`src/design/lsvm_pkg.sv`:
```
`timescale 1ns / 1ps
// ----------------------------------------------------------------------------
// lsvm_pkg
// Shared widths, command and register codes, and controller/datapath structs
// for the linear-kernel SVM scorer.
// ----------------------------------------------------------------------------
package lsvm_pkg;

   localparam int DEF_MAX_VECTORS = 64;
   localparam int DEF_MAX_DIM     = 64;

   localparam int CMD_W      = 2;
   localparam int INDEX_W    = 6;
   localparam int DATA_W     = 16;
   localparam int ALPHA_W    = 16;
   localparam int DOT_W      = 40;
   localparam int PROD_W     = 32;
   localparam int BIAS_W     = 32;
   localparam int COUNT_W    = 7;
   localparam int SCORE_W    = 48;
   localparam int CSR_ADDR_W = 4;
   localparam int CSR_DATA_W = 32;

   localparam logic [CMD_W-1:0] CMD_LOAD_VECTOR = 2'd0;
   localparam logic [CMD_W-1:0] CMD_LOAD_WEIGHT = 2'd1;
   localparam logic [CMD_W-1:0] CMD_QUERY       = 2'd2;

   localparam logic [1:0] REG_BIAS        = 2'd0;
   localparam logic [1:0] REG_NUM_VECTORS = 2'd1;
   localparam logic [1:0] REG_FEATURE_DIM = 2'd2;

   localparam logic [COUNT_W-1:0] FEATURE_DIM_RESET = 7'd1;

   typedef struct packed {
      logic load_vector;
      logic load_weight;
      logic query_start;
      logic mac_issue;
      logic score_issue;
      logic live;
      logic acc_init;
      logic out_load;
   } dp_cmd_type;

   typedef struct packed {
      logic busy;
      logic out_free;
   } dp_status_type;

endpackage

```
`src/design/lsvm_ctrl.sv`:
```
`timescale 1ns / 1ps
// ----------------------------------------------------------------------------
// lsvm_ctrl
// Sequencer: item decode, per-element pass over the support vectors, the
// weighted-sum pass and the hand-off to the result register.
// ----------------------------------------------------------------------------
module lsvm_ctrl #(
   parameter int MAX_VECTORS = lsvm_pkg::DEF_MAX_VECTORS,
   parameter int MAX_DIM     = lsvm_pkg::DEF_MAX_DIM,
   localparam int VIW = (MAX_VECTORS > 1) ? $clog2(MAX_VECTORS) : 1,
   localparam int PW  = (MAX_DIM > 1) ? $clog2(MAX_DIM) : 1,
   localparam int NVW = $clog2(MAX_VECTORS + 1),
   localparam int DW  = $clog2(MAX_DIM + 1)
) (
   input  logic                         clock,
   input  logic                         reset,
   input  logic                         req_valid,
   output logic                         req_ready,
   input  logic [lsvm_pkg::CMD_W-1:0]   req_command,
   input  logic [NVW-1:0]               nv,
   input  logic [DW-1:0]                dim,
   output lsvm_pkg::dp_cmd_type         cmd,
   input  lsvm_pkg::dp_status_type      status,
   output logic [VIW-1:0]               idx,
   output logic [PW-1:0]                pos
);

   import lsvm_pkg::*;

   typedef enum logic [5:0] {
      ST_IDLE        = 6'b000001,
      ST_MAC         = 6'b000010,
      ST_MAC_DRAIN   = 6'b000100,
      ST_SCORE       = 6'b001000,
      ST_SCORE_DRAIN = 6'b010000,
      ST_OUTPUT      = 6'b100000
   } state_type;

   state_type      state_ff, state_in;
   logic [VIW-1:0] idx_ff, idx_in;
   logic [PW-1:0]  pos_ff, pos_in;
   logic [NVW-1:0] fill_ff, fill_in;
   logic           accept;
   logic           last;
   logic           more;
   logic [NVW-1:0] fill_max;

   assign req_ready = (state_ff == ST_IDLE);
   assign accept    = req_valid && req_ready;
   assign last      = (NVW'(idx_ff) + NVW'(1)) == nv;
   assign more      = (DW'(pos_ff) + DW'(1)) < dim;
   assign fill_max  = (nv > fill_ff) ? nv : fill_ff;

   always_comb begin
      state_in = state_ff;
      idx_in   = idx_ff;
      pos_in   = pos_ff;
      fill_in  = fill_ff;
      cmd      = '0;
      unique case (state_ff)
         ST_IDLE: begin
            if (accept) begin
               unique case (req_command)
                  CMD_LOAD_VECTOR: begin
                     cmd.load_vector = 1'b1;
                  end
                  CMD_LOAD_WEIGHT: begin
                     cmd.load_weight = 1'b1;
                  end
                  CMD_QUERY: begin
                     cmd.query_start = 1'b1;
                     idx_in          = '0;
                     state_in        = (nv == '0) ? ST_MAC_DRAIN : ST_MAC;
                  end
                  default: begin
                  end
               endcase
            end
         end
         ST_MAC: begin
            cmd.mac_issue = 1'b1;
            cmd.live      = NVW'(idx_ff) < fill_ff;
            idx_in        = idx_ff + VIW'(1);
            if (last) begin
               state_in = ST_MAC_DRAIN;
            end
         end
         ST_MAC_DRAIN: begin
            if (!status.busy) begin
               fill_in = fill_max;
               if (more) begin
                  pos_in   = pos_ff + PW'(1);
                  state_in = ST_IDLE;
               end else begin
                  cmd.acc_init = 1'b1;
                  idx_in       = '0;
                  state_in     = (nv == '0) ? ST_SCORE_DRAIN : ST_SCORE;
               end
            end
         end
         ST_SCORE: begin
            cmd.score_issue = 1'b1;
            cmd.live        = NVW'(idx_ff) < fill_ff;
            idx_in          = idx_ff + VIW'(1);
            if (last) begin
               state_in = ST_SCORE_DRAIN;
            end
         end
         ST_SCORE_DRAIN: begin
            if (!status.busy) begin
               state_in = ST_OUTPUT;
            end
         end
         ST_OUTPUT: begin
            if (status.out_free) begin
               cmd.out_load = 1'b1;
               pos_in       = '0;
               fill_in      = '0;
               state_in     = ST_IDLE;
            end
         end
         default: begin
            state_in = ST_IDLE;
         end
      endcase
   end

   always_ff @(posedge clock) begin
      if (reset) begin
         state_ff <= ST_IDLE;
         idx_ff   <= '0;
         pos_ff   <= '0;
         fill_ff  <= '0;
      end else begin
         state_ff <= state_in;
         idx_ff   <= idx_in;
         pos_ff   <= pos_in;
         fill_ff  <= fill_in;
      end
   end

   assign idx = idx_ff;
   assign pos = pos_ff;

`ifndef NO_ASSERTIONS
   a_ready_pipe_empty: assert property (@(posedge clock) disable iff (reset)
      req_ready |-> !status.busy)
      else $error("item taken while pipe still busy");

   a_out_load_free: assert property (@(posedge clock) disable iff (reset)
      cmd.out_load |-> status.out_free)
      else $error("result register overwritten");

   a_acc_init_quiet: assert property (@(posedge clock) disable iff (reset)
      cmd.acc_init |-> !status.busy)
      else $error("accumulator cleared with terms in flight");

   a_ready_after_out: assert property (@(posedge clock) disable iff (reset)
      cmd.out_load |=> req_ready)
      else $error("not ready after result hand-off");

   a_query_on_accept: assert property (@(posedge clock) disable iff (reset)
      cmd.query_start |-> (req_valid && req_ready))
      else $error("query started without an accepted item");
`endif

endmodule

```
`config.mk`:
```
export PLATFORM = sky130hd
export DESIGN_NAME = lsvm_ctrl
export DESIGN_NICKNAME = d
export VERILOG_FILES = /design/src/design/lsvm_pkg.sv /design/src/design/lsvm_ctrl.sv
export SDC_FILE = /design/constraint.sdc
export NUM_CORES = 1
export LEC_CHECK = 0
export ABC_AREA = 1
export BUFFER_PORTS_ARGS = -buffer_cell sky130_fd_sc_hd__buf_2
export CAP_MARGIN = 20
export CORE_MARGIN = 4
export CORE_UTILIZATION = 50
export CTS_CLUSTER_DIAMETER = 150
export DETAILED_ROUTE_END_ITERATION = 8
export GPL_TIMING_DRIVEN = 0
export PLACE_DENSITY = 0.74
export SLEW_MARGIN = 20
export SYNTH_ARGS = -nofsm -noshare
export SYNTH_HDL_FRONTEND = slang
export SYNTH_SLANG_ARGS = --single-unit
```
`constraint.sdc`:
```
create_clock -name clock -period 2.9 [get_ports clock]
set_input_delay 0.58 -clock clock [delete_from_list [all_inputs] [get_ports clock]]
set_output_delay 0.58 -clock clock [all_outputs]
set_load 0.005 [all_outputs]
```
After elaboration in Yosys (flattened, before gate mapping)
Cells that the tools add are included.

Register bits: 25. Input bits: 21. Output and inout bits: 21. Word-level logic and storage cells: 77.

Add/sub/neg operators: 4. Magnitude comparators: 3. Equality and inequality tests: 19. Muxes and demuxes: 37. Reduce and logical (&&, ||, !) cells: 10.

Operator list (count): $mux W6 (14); $pmux W6 S6 (1); $mux W7 (3); $pmux W6 S3 (1); $ne A2 B2 Y1 const B (8); $add A6 B1 Y7 const B (2); $pmux W7 S2 (1); $add A6 B1 Y6 const B (2); $pmux W6 S2 (1); $mux W1 (11); $mux W5 (2); $mux W3 (3); $reduce_and A4 Y1 (2); $eq A7 B7 Y1 (1); $gt A7 B7 Y1 (1); $logic_not A7 Y1 (1); $lt A6 B7 Y1 (1); $lt A7 B7 Y1 (1); $reduce_and A7 Y1 (1); $eq A6 B1 Y1 const B (1); $eq A6 B2 Y1 const B (1); $eq A6 B3 Y1 const B (1); $eq A6 B4 Y1 const B (1); $eq A6 B5 Y1 const B (1); 10 further kinds (11).

Longest topological paths before layout
Gate-level depths: netlist of the first run.

Word-level depth: 5. Mapped depth: 18. Gate-level depth less buffers: 18.

Worst setup path before layout of the first run
Ideal clock, no wire load.

Kind: register to output. Start: reg pos_ff[0], in the netlist pos[0]. End: out cmd[1] (netlist bit). Arrival: 1.796 ns. Required time: 2.320 ns. Slack: 0.524 ns. Cell stages (with the launch flop): 16. Path buffers: 0. Path through: dfxtp_1 > ha_1 > nand2_1 > inv_1 > nand2_1 > nor2_1 > inv_1 > nand2_1 > inv_1 > ha_1 > a21oi_1 > nor2_1 > nor3_1 > nand2_1 > nand2_1 > nor2_1.

RTL lines: from (decl) (line lsvm_ctrl.sv:41) `logic [PW-1:0] pos_ff, pos_in;`; from (signal assigned) (line lsvm_ctrl.sv:137) `pos_ff <= pos_in;`; to (decl) (line lsvm_ctrl.sv:22) `output lsvm_pkg::dp_cmd_type cmd,`.

==> results.md, run 1 <==
Clock tree:
- In this run, post-CTS hold repair placed 0 buffers.
- The total number of H-tree levels is 1.
- The later pin in the worst-skew pair is clocked with a latency of 0.28 ns.
- TritonCTS built the clock tree.
- The count of clock tree sinks is 25.
- Counting the buffers created by CTS gives 3.
- Clock tree synthesis selected as its root buffer the cell sky130_fd_sc_hd__clkbuf_8.
- Clock-pin slew was measured on the worst setup and hold paths at 0.10 ns.
- In this run the deepest clock path goes through 2 buffers.

Placement:
- The congestion estimate from routability-driven global placement came to slightly below 0.9.
- The number of I/O port buffers is 41.
- The placed instances occupy a cell area of roughly 0.0023 sq mm.
- The detailed placer's ending HPWL is a little under 4 mm.

Floorplanning:
- Pin placement for this block handled 42 I/O pins.
- The core region is around 0.0038 sq mm.
- The x dimension of the die is around 72 um.
- The floorplan step defined a die boundary enclosing around 0.0052 sq mm.
- Once the floorplan was initialized, standard cells occupied a little over half of the core.
- In this run the core area contains 22 standard-cell rows.
- The floorplan step set the die height to around 72 um.

Pwr:
- The worst vdd rail ir drop is roughly 0.26 mV.
- The static leakage is 0.00123 uW.
- Overall power consumption after layout is estimated at approximately 1400 uW.
- The total power per unit cell area is roughly 570 mW/mm^2.

Timing:
- Setup repair after global routing left no endpoint under its margin.
- The routed design could run at a clock period as short as between 2 and 3 ns.
- The final sum of negative setup slack is 0 ns.
- The worst relative slew slack is between 60% and 70%.
- The max-slew violation total from the final report is 0.
- Setup violations remaining at the end of the flow were counted as 0.
- After layout, the worst path uses about 94% of the clock period.
- The hold violation count in the final report is 0.
- The pin slew with the least headroom to its limit is 0.535 ns.
- Across all hold checks on the routed design, the worst slack comes to roughly 0.47 ns.
- The fmax is 365 MHz.
- Clock skew on the completed layout was measured at roughly 0.0065 ns.

Route:
- The first routing iteration left 95 violations.
- Detailed routing inserted a total of 2,153 vias.
- The residual DRC count is 0.
- The wire length after detailed routing is between 4 and 5 mm.
- For this run, the detailed router's first-pass iteration total came to 4.
- The via density per instance is around 5.1.
- In this run the remaining antenna-violating nets after routing total 0.
- After detailed routing, the average wire length per cell comes to roughly 12 um.

Yosys:
- The share of the synthesized area in the top cell type is 24.5%.
- The gate count after technology mapping is about 330.
- Yosys mapped the design onto 24 distinct sky130hd cell types.
- Dividing the synthesized area by the synthesized cell count gives 6.23 sq um.
- For this run, the register share of the synthesized area comes to about a quarter.
- By area the synthesized netlist is led by sky130_fd_sc_hd__dfxtp_1 24%, sky130_fd_sc_hd__nand2_1 14%, sky130_fd_sc_hd__ha_1 12%, sky130_fd_sc_hd__inv_1 9.5%, sky130_fd_sc_hd__nor2_1 8.1%.
- The net count after synthesis is between 300 and 400.
- The synthesized flop and latch total is 25.
- The biggest area consumer among synthesized cells is sky130_fd_sc_hd__dfxtp_1.
- The mapped cell area is between 0.002 and 0.0025 sq mm.
- The synthesis warning total is 0.

Critical path:
- By startpoint and endpoint, the worst setup path is classified as reg -> out.
- Of all nets on the critical path, the largest fanout is 6.
- The type of origin of the critical path is a flop.
- The cell that appears most often on the critical path is sky130_fd_sc_hd__nand2_1.
- The arrival time at the worst endpoint is 2.16 ns.
- The cell at the slowest stage of the critical path is sky130_fd_sc_hd__dfxtp_4.
- On the critical path the largest part of the delay comes from simple AND/OR/NAND/NOR gates.
- The total buffers and inverters traversed by the critical path is 4.
- The capturing element type of the critical path is a primary output.
- In this design, the stage delay of the slowest critical-path cell is roughly 0.4 ns.
- Walking the worst path, the cells encountered are ha_4 -> nand2_1 -> inv_2 -> nand2_1 -> nor2_1 -> inv_1 -> nand2_1 -> inv_1 -> ha_4 -> a21oi_2 -> nor2_1 -> nor3_2 -> nand2_1 -> nand2_1 -> nor2_1 -> buf_2.
- For the worst setup path, the data required time is 2.32 ns.

Global route:
- The pin count of the biggest net entering global routing is 16.
- The initial antenna violation count was 0.
- The via count of the first global-routing pass is ~2,100.
- Summed over all layers, the global routing overflow is 0.
- The first global-routing pass estimated ~8.6 mm of wire.
- Across every metal layer, demand over resource in global routing totals 20.1%.

Flow run:
- The number of max-capacitance violations reported is 0.

Cells and area:
- The final net count is roughly 420.
- In the layout the commonest cells are 75 x sky130_fd_sc_hd__nand2_1, 51 x sky130_fd_sc_hd__inv_1, 43 x sky130_fd_sc_hd__nor2_1.
- The number of inserted diodes is 0.
- The commonest non-fill, non-tap cell in the layout is sky130_fd_sc_hd__nand2_1.
- Relative to the synthesized area, the layout overhead comes to 17.8%.
- The finished cells cover between 0.002 and 0.0025 sq mm.
- The post-route netlist has about a fifth of its cells at a drive strength greater than 1.

Hold path:
- The class of the tightest hold or removal check is reg -> reg.

Outcome:
- The run finished with clean final reports.
power by group:
group	switching, uW	internal [uW]
sequential	52.9	401
clock	124	97.6
combinational	436	256
total	614	755
routing by layer:
layer | vias to the layer above | GRT usage [%] | routed length (um)
met3 | 8 | 2.49 | 243
li1 | 1150 | - | -
met2 | 50 | 34.3 | 2250
met1 | 945 | 26.8 | 2420
met4 | 0 | 5.43 | 74
met5 | - | 0 | 0
state kept, by name (all words and copies together), names as in the netlist:
signal and flops:
fill_ff 7, idx 6, pos 6, state_ff 6
synth_stat cells:
cell,number
sky130_fd_sc_hd__nand2_1,75
sky130_fd_sc_hd__inv_1,52
sky130_fd_sc_hd__nor2_1,44
sky130_fd_sc_hd__nand3_1,28
sky130_fd_sc_hd__a21oi_1,27
sky130_fd_sc_hd__dfxtp_1,25
sky130_fd_sc_hd__ha_1,20
sky130_fd_sc_hd__nand4_1,14
sky130_fd_sc_hd__o21ai_0,9
sky130_fd_sc_hd__nand2_2,8
sky130_fd_sc_hd__inv_2,4
sky130_fd_sc_hd__nand2_4,4
sky130_fd_sc_hd__nor3_1,4
sky130_fd_sc_hd__buf_6,2
sky130_fd_sc_hd__nor2_2,2
sky130_fd_sc_hd__nor4_1,2
sky130_fd_sc_hd__and3_1,1
sky130_fd_sc_hd__clkbuf_1,1
sky130_fd_sc_hd__inv_4,1
sky130_fd_sc_hd__nand3b_1,1
sky130_fd_sc_hd__nor2_4,1
sky130_fd_sc_hd__nor3_4,1
sky130_fd_sc_hd__o21a_1,1
sky130_fd_sc_hd__o21bai_1,1
worst paths after layout:
| kind | start | end | slack, ns | cells after the start |
|---|---|---|---|---|
| worst min-delay path | fill_ff[5] | fill_ff[5] | 0.47 | 2 |
| worst max-delay path | pos[0] | cmd[1] | 0.16 | 16 |
| worst max register to register | pos[0] | idx[5] | 0.64 | 16 |
| worst min register to register | fill_ff[5] | fill_ff[5] | 0.47 | 2 |
layout make-up:
type | instances | area, sq um
Multi-Input combinational cell | 243 | 1340
Sequential cell | 25 | 507
Timing Repair Buffer | 42 | 213
Clock inverter | 1 | 7.51
Fill cell | 376 | 1390
Clock buffer | 3 | 41.3
Inverter | 57 | 216
Tap cell | 48 | 60.1
Buffer | 3 | 26.3
kinds of logic (layout without fill, tap and decap cells):
family / Yosys count / in the layout / share of synthesized area (%)
buf+inv: 60 / 106 / 11.9
compound gates: 38 / 38 / 9.55
flops: 25 / 25 / 24.5
fa+ha+maj: 20 / 20 / 12.2
simple gates: 185 / 185 / 41.9
metrics by stage:
stage / instances / setup WS, ns / util (%)
2_1_floorplan: 328 / 0.524 / -
3_3_place_gp: 417 / 0.251 / 60.8
3_5_place_dp: 417 / 0.227 / 60.8
4_1_cts: 422 / 0.0136 / 62.4
5_1_grt: 422 / 0.0127 / 63.4
6_report: 422 / 0.163 / 63.4
repair_timing:
action,4_1_cts,5_1_grt
pin swaps,1,2
endpoints found under the setup margin,1,1
setup buffers,1,0
gates resized for setup,2,10
cloned,0,0
worst reg2reg max path, cell delays in order, from the launching register on:
cell and delay [ns]:
sky130_fd_sc_hd__dfxtp_4 0.40, sky130_fd_sc_hd__ha_4 0.14, sky130_fd_sc_hd__nand2_1 0.06, sky130_fd_sc_hd__inv_2 0.06, sky130_fd_sc_hd__nand2_1 0.06, sky130_fd_sc_hd__nor2_1 0.09, sky130_fd_sc_hd__inv_1 0.05, sky130_fd_sc_hd__nand2_1 0.07
sky130_fd_sc_hd__inv_1 0.06, sky130_fd_sc_hd__ha_4 0.22, sky130_fd_sc_hd__a21oi_2 0.11, sky130_fd_sc_hd__nor2_1 0.06, sky130_fd_sc_hd__nor3_2 0.18, sky130_fd_sc_hd__nand3_1 0.16, sky130_fd_sc_hd__nand4_1 0.27, sky130_fd_sc_hd__nand2_1 0.08
sky130_fd_sc_hd__a21oi_1 0.12
Note: power is estimated with default switching activity, not from simulation.
==> run 2, diff against run 1 <==
--- a/config.mk
+++ b/config.mk
@@ -6,14 +6,13 @@
 export NUM_CORES = 1
 export LEC_CHECK = 0
 export ABC_AREA = 1
-export BUFFER_PORTS_ARGS = -buffer_cell sky130_fd_sc_hd__buf_2
 export CAP_MARGIN = 20
 export CORE_MARGIN = 4
 export CORE_UTILIZATION = 50
 export CTS_CLUSTER_DIAMETER = 150
 export DETAILED_ROUTE_END_ITERATION = 8
+export DONT_BUFFER_PORTS = 1
 export GPL_TIMING_DRIVEN = 0
-export PLACE_DENSITY = 0.74
 export SLEW_MARGIN = 20
 export SYNTH_ARGS = -nofsm -noshare
 export SYNTH_HDL_FRONTEND = slang
==> constraint.sdc (replaced) <==
create_clock -name clock -period 2.9 [get_ports clock]
set_input_delay 0.58 -clock clock [delete_from_list [all_inputs] [get_ports clock]]
set_output_delay 0.58 -clock clock [all_outputs]
set_load 0.02 [all_outputs]
==> results.md, run 2 (synthesis gave the netlist of run 1 again) <==
Hold path:
- The min-delay analysis places its worst path in the category in -> reg.
- Counting instances, the worst hold path has a depth of 1.

Timing:
- For the pin with the worst max-slew slack, the measured transition is just under 0.9 ns.
- Clock skew on the completed layout was measured at 0.00604 ns.
- The max-slew violation total from the final report is 0.
- The final count of negative-setup-slack endpoints is 0.
- In this run the tightest slew margin relative to its limit is between 30% and 40%.
- Timing would allow up to approximately 360 MHz.
- Setup total negative slack on the finished layout was measured at 0 ns.
- The worst path uses around 97% of the clock period.
- The clock period minus final worst setup slack is between 2 and 3 ns.
- The hold violation count in the final report is 0.

Floorplanning:
- For this configuration, the core starts out at a cell density of 53.8%.
- The die height is just over 70 um.
- The die footprint is 0.00518 sq mm.
- The area of the core region is roughly 0.0038 sq mm.
- The number of top-level pins is 42.
- Measured along the x axis, the die boundary spans slightly above 70 um.
- Row generation in the floorplan step produced 22 rows.

Pwr:
- The analysis attributes to net switching a power of ~650 uW.
- The total design power is 1370 uW.
- The worst vdd rail ir drop is between 0.2 and 0.3 mV.
- The part of the power in the clock network is between 10% and 20%.
- The share of total power in combinational logic is just under 50%.
- In this run the static leakage power is about 0.0010 uW.
- In this run the power density over the cells is around 600 mW/mm^2.
- Cell internal power was estimated by the tool at a little over 700 uW.
- The switching part of the total is approximately 47%.
- The power share of the sequential group is a little over a third.

Critical path:
- STA puts the critical path data required time at approximately 2.3 ns.
- STA puts the critical path data arrival time at approximately 2.2 ns.
- The length in cells of the worst reg-to-reg path is 16.
- The capturing element type of the critical path is a primary output.
- The class of the most critical setup path is reg -> out.
- The top fanout value on the critical path is 6.
- The worst setup path is launched from a flop.

Placement:
- Summed over all nets, the half-perimeter wirelength after detailed placement is between 3 and 4 mm.
- The total placed cells including tap cells is between 300 and 400.
- The post-detailed-placement cell area is 0.00210 sq mm.
- The congestion estimate from routability-driven global placement came to 0.777.
- The number of I/O port buffers is 0.

Clock tree:
- The clock insertion delay at the later pin of the skew report is 0.28 ns.
- The root buffer cell chosen for the clock tree is sky130_fd_sc_hd__clkbuf_8.
- The deepest clock path buffer count is 2.
- TritonCTS built the clock tree.
- Clock tree synthesis inserted a total of 3 buffers.
- The clock-pin slew on the worst setup and hold paths is approximately 0.1 ns.
- CTS built an H-tree with a depth of 1.
- The count of clock tree sinks is 25.

Cells and area:
- The filler-free cell count of the finished design is between 300 and 400.
- The commonest non-fill, non-tap cell in the layout is sky130_fd_sc_hd__nand2_1.
- The area used by multi-input combinational logic is approximately 0.0014 sq mm.
- At the end of the flow the core is filled with cells to 59.1%.
- In the layout the commonest cells are 70 x sky130_fd_sc_hd__nand2_1, 50 x sky130_fd_sc_hd__inv_1, 40 x sky130_fd_sc_hd__nor2_1.
- The area growth from synthesis to layout is 9.73%.
- The post-route netlist has 14.7% of its cells at a drive strength greater than 1.
- The final net count is between 300 and 400.
- After routing the design area is between 0.002 and 0.0025 sq mm.
- Counting flops per register, the top entry is fill_ff.
- The filler cell count in the final layout is 385.
- In the final layout, flip-flops and latches occupy slightly above 500 sq um.
- The number of antenna diodes in the final layout is 0.
- The register with the most flip-flops in the layout has 7 of them.

Global route:
- The pin count of the biggest net entering global routing is 16.
- In the global route stage, overall resource usage came out at just under 20%.
- The overflow left after global routing is 0.
- The via count of the first global-routing pass is approximately 1,800.
- The global-route wire length before repair is 8.08 mm.
- The initial antenna violation count is 0.

Flow run:
- Across the run, the number of max-cap violations was 0.

Outcome:
- The flow ran to the end, and the final reports show no timing, DRC or antenna violations.

Route:
- For this block, the routed nets add up to 4.93 mm of wire.
- The routed length per placed instance is ~13 um.
- The via count is 1,976.
- The detailed router finished its first iteration with 121 violations.
- The first TritonRoute pass finished after 4 iterations.
- The remaining antenna violation count is 0.
- In the routed layout, each cell is associated on average with a via count of 5.17.
- After detailed routing, the number of remaining DRC violations is 0.
[run 2: power by group through the flow]
stage | clock network [uW] | logic (uW) | registers (uW)
floorplan | 0 | 539 | 467
global placement | 0 | 645 | 479
detailed placement | 0 | 646 | 480
CTS | 233 | 650 | 474
global route | 251 | 758 | 488
finish | 227 | 665 | 480
[run 2: worst max-delay path, stage by stage (launching register included)]
cell and delay (ns):
sky130_fd_sc_hd__dfxtp_4 0.44, sky130_fd_sc_hd__ha_4 0.16, sky130_fd_sc_hd__nand2_2 0.05, sky130_fd_sc_hd__inv_2 0.07, sky130_fd_sc_hd__nand2_2 0.05, sky130_fd_sc_hd__nor2_1 0.09
sky130_fd_sc_hd__inv_1 0.07, sky130_fd_sc_hd__nand2_2 0.08, sky130_fd_sc_hd__inv_2 0.04, sky130_fd_sc_hd__ha_4 0.21, sky130_fd_sc_hd__a21oi_2 0.14, sky130_fd_sc_hd__nor2_2 0.06
sky130_fd_sc_hd__nor3_2 0.22, sky130_fd_sc_hd__nand2_2 0.10, sky130_fd_sc_hd__nand2_2 0.09, sky130_fd_sc_hd__nor2_4 0.06
[run 2: metal layers]
layer  part of all wire (%)  GRT usage [%]  wire length, um
met4                   0.63           3.76               31
met1                     50           28.6             2460
met5                      0              0                0
met2                     43           29.2             2120
met3                    6.4           3.88              316
[run 2: repair_timing]
item | CTS | global route
cloned | 0 | 0
pin swaps | 0 | 9
endpoints found under the setup margin | 1 | 1
hold buffers | 0 | 0
buffers inserted | 0 | 2
resized for setup | 7 | 18
[run 2: through the flow]
step	setup slack (ns)	hold WS, ns
6_report	0.0930	0.351
5_1_grt	-0.0255	0.327
4_1_cts	0.0000953	0.343
3_5_place_dp	0.0996	0.460
3_3_place_gp	0.0818	0.447
2_1_floorplan	0.319	0.438
[run 2: layout make-up]
cell class,count,area share [%]
multi-input cells,243,60.9
flip-flops and latches,25,22.8
well taps,48,2.68
clock buffers,3,1.84
inverters,57,9.65
clock inverters,1,0.335
plain buffers,3,1.17
repair buffers,2,0.669
[run 2: worst paths after layout]
| kind | slack [ns] | start | to |
|---|---|---|---|
| worst min register to register | 0.47 | fill_ff[5] | fill_ff[5] |
| worst max-delay path | 0.09 | pos[0] | cmd[1] |
| worst min-delay path | 0.35 | reset | idx[3] |
| worst max register to register | 0.46 | pos[0] | idx[2] |
==> run 3, diff against run 2 <==
--- a/config.mk
+++ b/config.mk
@@ -5,7 +5,6 @@
 export SDC_FILE = /design/constraint.sdc
 export NUM_CORES = 1
 export LEC_CHECK = 0
-export ABC_AREA = 1
 export CAP_MARGIN = 20
 export CORE_MARGIN = 4
 export CORE_UTILIZATION = 50
==> results.md, run 3 <==
Flow run:
- The tool flagged a number of max-cap violations equal to 0.

Floorplanning:
- The die footprint is roughly 0.0052 sq mm.
- The starting density of the core is about half.
- The die height is about 72 um.
- Measured along the x axis, the die boundary spans between 70 and 80 um.
- The initialized floorplan defines 23 standard-cell rows.
- The area of the core region is between 0.004 and 0.005 sq mm.
- The number of top-level pins is 42.

Yosys:
- The cell with the most instances after synthesis is sky130_fd_sc_hd__dfxtp_1.
- The synthesized flop and latch total is 25.
- The commonest cells after synthesis are 25 x sky130_fd_sc_hd__dfxtp_1, 20 x sky130_fd_sc_hd__ha_1, 19 x sky130_fd_sc_hd__nand2_1.
- The synthesized netlist occupies a cell area of around 0.0021 sq mm.
- Of the post-synthesis cell area, the dominant cell type holds approximately 24%.
- After synthesis, the cell types taking the most area are sky130_fd_sc_hd__dfxtp_1 24%, sky130_fd_sc_hd__ha_1 12%, sky130_fd_sc_hd__xnor2_1 4.2%, sky130_fd_sc_hd__a21oi_1 3.6%, sky130_fd_sc_hd__nand3_1 3.6%.
- The net count after synthesis is 299.
- A synthesized cell averages ~8.0 sq um.
- The portion of the post-synthesis area used by sequential elements is between 20% and 30%.
- Among all flip-flop cells after synthesis, the most frequent one is sky130_fd_sc_hd__dfxtp_1.
- The synthesized design spends more area on one cell type than any other, namely sky130_fd_sc_hd__dfxtp_1.
- During synthesis, Yosys emitted a total of 0 warnings.
- Yosys mapped the design onto 52 distinct sky130hd cell types.
- The share of async-settable or async-resettable flops after synthesis is 0%.
- The number of synthesized flops with an enable pin is 0.
- The gate count after technology mapping is around 260.

Global route:
- Global routing consumed, on the met1 layer, between 20 and 30% of the routing resources.
- The layer flagged by global routing as most heavily used is met2.
- Global routing consumed, on the met2 layer, about a third of the routing resources.
- The via count of the first global-routing pass is ~1,800.
- The global-route wire length before repair is just under 9 mm.
- For this run the aggregate overflow at the end of global routing stands at 0.
- For this run, global-route usage on met3 was measured as 4.99%.
- Across every metal layer, demand over resource in global routing totals around a fifth.
- The initial antenna violation count is 0.
- Entering global routing, the biggest net connects 14 pins.

Route:
- Detailed routing inserted a total of between 1,500 and 2,000 vias.
- In this run the remaining antenna-violating nets after routing total 0.
- The routed length per placed instance is around 16 um.
- After detailed routing, the number of remaining DRC violations is 0.
- The number of search-and-repair iterations in the first detailed-routing pass is 4.
- The wire length after detailed routing is about 5.1 mm.
- The via density per instance is 6.03.
- The first routing iteration left roughly 100 violations.

Timing:
- The worst pin sits at a relative slew slack of a little over a third.
- Setup repair after global routing could not meet its margin everywhere.
- The pin slew with the least headroom to its limit is ~0.95 ns.
- Counting I/O delays and the setup requirement, the final critical path takes around 2.9 ns.
- The max-slew violation total from the final report is 0.
- The hold violation count in the final report is 0.
- Across all hold checks on the routed design, the worst slack comes to around 0.47 ns.
- Setup violations remaining at the end of the flow were counted as 0.
- The worst path uses between 90% and 100% of the clock period.
- The fmax is between 300 and 400 MHz.
- The final setup skew is between 0.005 and 0.006 ns.

Cells and area:
- The filler cells instantiated in the layout total just under 400.
- The repair_antennas step left the layout with diodes totalling 0.
- The number of flip-flops under the largest register name is 7.
- Ranked by flip-flop count, first place goes to fill_ff.
- The commonest non-fill, non-tap cell in the layout is sky130_fd_sc_hd__dfxtp_1.
- For this run, the post-layout net count is between 300 and 400.
- Compared with the post-synthesis result, the final layout area differs by 7.43%.
- In the final layout, the share of cells above drive strength 1 is approximately 14%.
- The fraction of the core area covered by cells at the end of the flow is 55.6%.
- In the layout the commonest cells are 22 x sky130_fd_sc_hd__dfxtp_1, 19 x sky130_fd_sc_hd__ha_1, 18 x sky130_fd_sc_hd__inv_1, 18 x sky130_fd_sc_hd__nand2_1.
- The finished cells cover ~0.0022 sq mm.

Clock tree:
- Counting the buffers created by CTS gives 3.
- The number of setup buffers added after CTS is 0.
- The total number of H-tree levels is 1.
- The clock tree from TritonCTS is yes.
- The clock root buffer master is sky130_fd_sc_hd__clkbuf_8.
- The clock-pin slew on the worst setup and hold paths is 0.09 ns.
- In this run the deepest clock path goes through 2 buffers.
- The count of clock tree sinks is 25.
- Clock latency on the worst-skew pair, taken at its later pin, is ~0.27 ns.

Critical path:
- STA classifies the critical path startpoint as a flop.
- The largest single stage delay on the critical path is about 0.42 ns.
- The critical path data required time is between 2 and 2.5 ns.
- The signal on the critical path passes through ha_2 -> nand3_1 -> xnor2_1 -> ha_1 -> a21o_1 -> a211oi_1 -> o21ai_2 -> nand2_2 -> nor3_4.
- The class of the most critical setup path is reg -> out.
- Among cell families on the critical path, the largest total delay comes from compound AO/OA/AOI/OAI gates.
- The arrival time at the worst endpoint is about 2.3 ns.
- Together, buffers and inverters on the worst path number 0.
- Along the worst path, the maximum fanout reaches 7.
- The capturing element type of the critical path is a primary output.
- Among all stages on the critical path, the largest delay is contributed by sky130_fd_sc_hd__dfxtp_4.

Hold path:
- The min-delay analysis places its worst path in the category reg -> reg.

Pwr:
- The total power per unit cell area is approximately 440 mW/mm^2.
- Summed over all cells, the static leakage comes to ~0.00090 uW.
- The worst vdd rail ir drop is about 0.45 mV.

Placement:
- In this run the cell area measured after placement is ~0.0021 sq mm.
- Once detailed placement completed, the half-perimeter wirelength came to 3.95 mm.
- The number of I/O port buffers is 0.
- The final RePlAce weighted congestion is 0.878.

Outcome:
- The flow ran to the end, and the final reports show no timing, DRC or antenna violations.
[run 3: final timing paths]
kind / slack, ns / from / cells past startpoint / to
max reg2reg: 0.18 / pos[0] / 9 / idx[3]
min: 0.47 / fill_ff[5] / 2 / fill_ff[5]
max: 0.009 / pos[0] / 9 / cmd[1]
min reg2reg: 0.47 / fill_ff[5] / 2 / fill_ff[5]
[run 3: timing repair]
item | 4_1_cts | 5_1_grt
endpoints found under the setup margin | 14 | 11
hold buffers | 0 | 0
pin swaps | 0 | 1
resized for setup | 8 | 7
[run 3: tightest hold or removal path: cells and delay by family, from the launching register on]
kind | cells | cell delay (ns)
flip-flops | 1 | 0.32
AO/OA/AOI/OAI | 1 | 0.06
AND/OR/NAND/NOR | 1 | 0.06
[run 3: through the flow]
step	setup WS [ns]	total power (uW)	instances	setup TNS (ns)
after global routing	-0.146	1030	312	-0.282
after detailed placement	-0.407	760	308	-2.71
after floorplan	0.00446	691	258	0
after global placement	-0.398	764	308	-2.03
final	0.00924	974	312	0
after CTS	-0.193	979	312	-0.261
[run 3: final cells by class]
cell class | count | area [sq um] | share of cell area (%)
well taps | 50 | 62.6 | 2.81
inverters | 19 | 76.3 | 3.43
clock buffers | 4 | 45.0 | 2.02
plain buffers | 10 | 47.5 | 2.14
multi-input cells | 204 | 1480 | 66.6
flip-flops and latches | 25 | 512 | 23.0
[run 3: metal layers]
metal,vias up,wire (um)
li1,951,-
met1,867,2370
met2,57,2330
met3,5,379
met4,0,50
met5,-,0
[run 3: power breakdown]
| part | internal, uW | total, uW | switching (uW) |
|---|---|---|---|
| Sequential | 356 | 375 | 19.5 |
| Combinational | 155 | 385 | 230 |
| Clock | 98.5 | 214 | 115 |
| Total | 609 | 974 | 365 |
[run 3: cells by family after synthesis]
family                   share of synthesized area, %
multiplexers                                    0.966
flip-flops                                       24.2
AND/OR/NAND/NOR                                  27.4
adder cells (fa/ha/maj)                          12.1
XOR/XNOR                                         7.19
AO/OA/AOI/OAI                                    22.2
buffers and inverters                            5.98
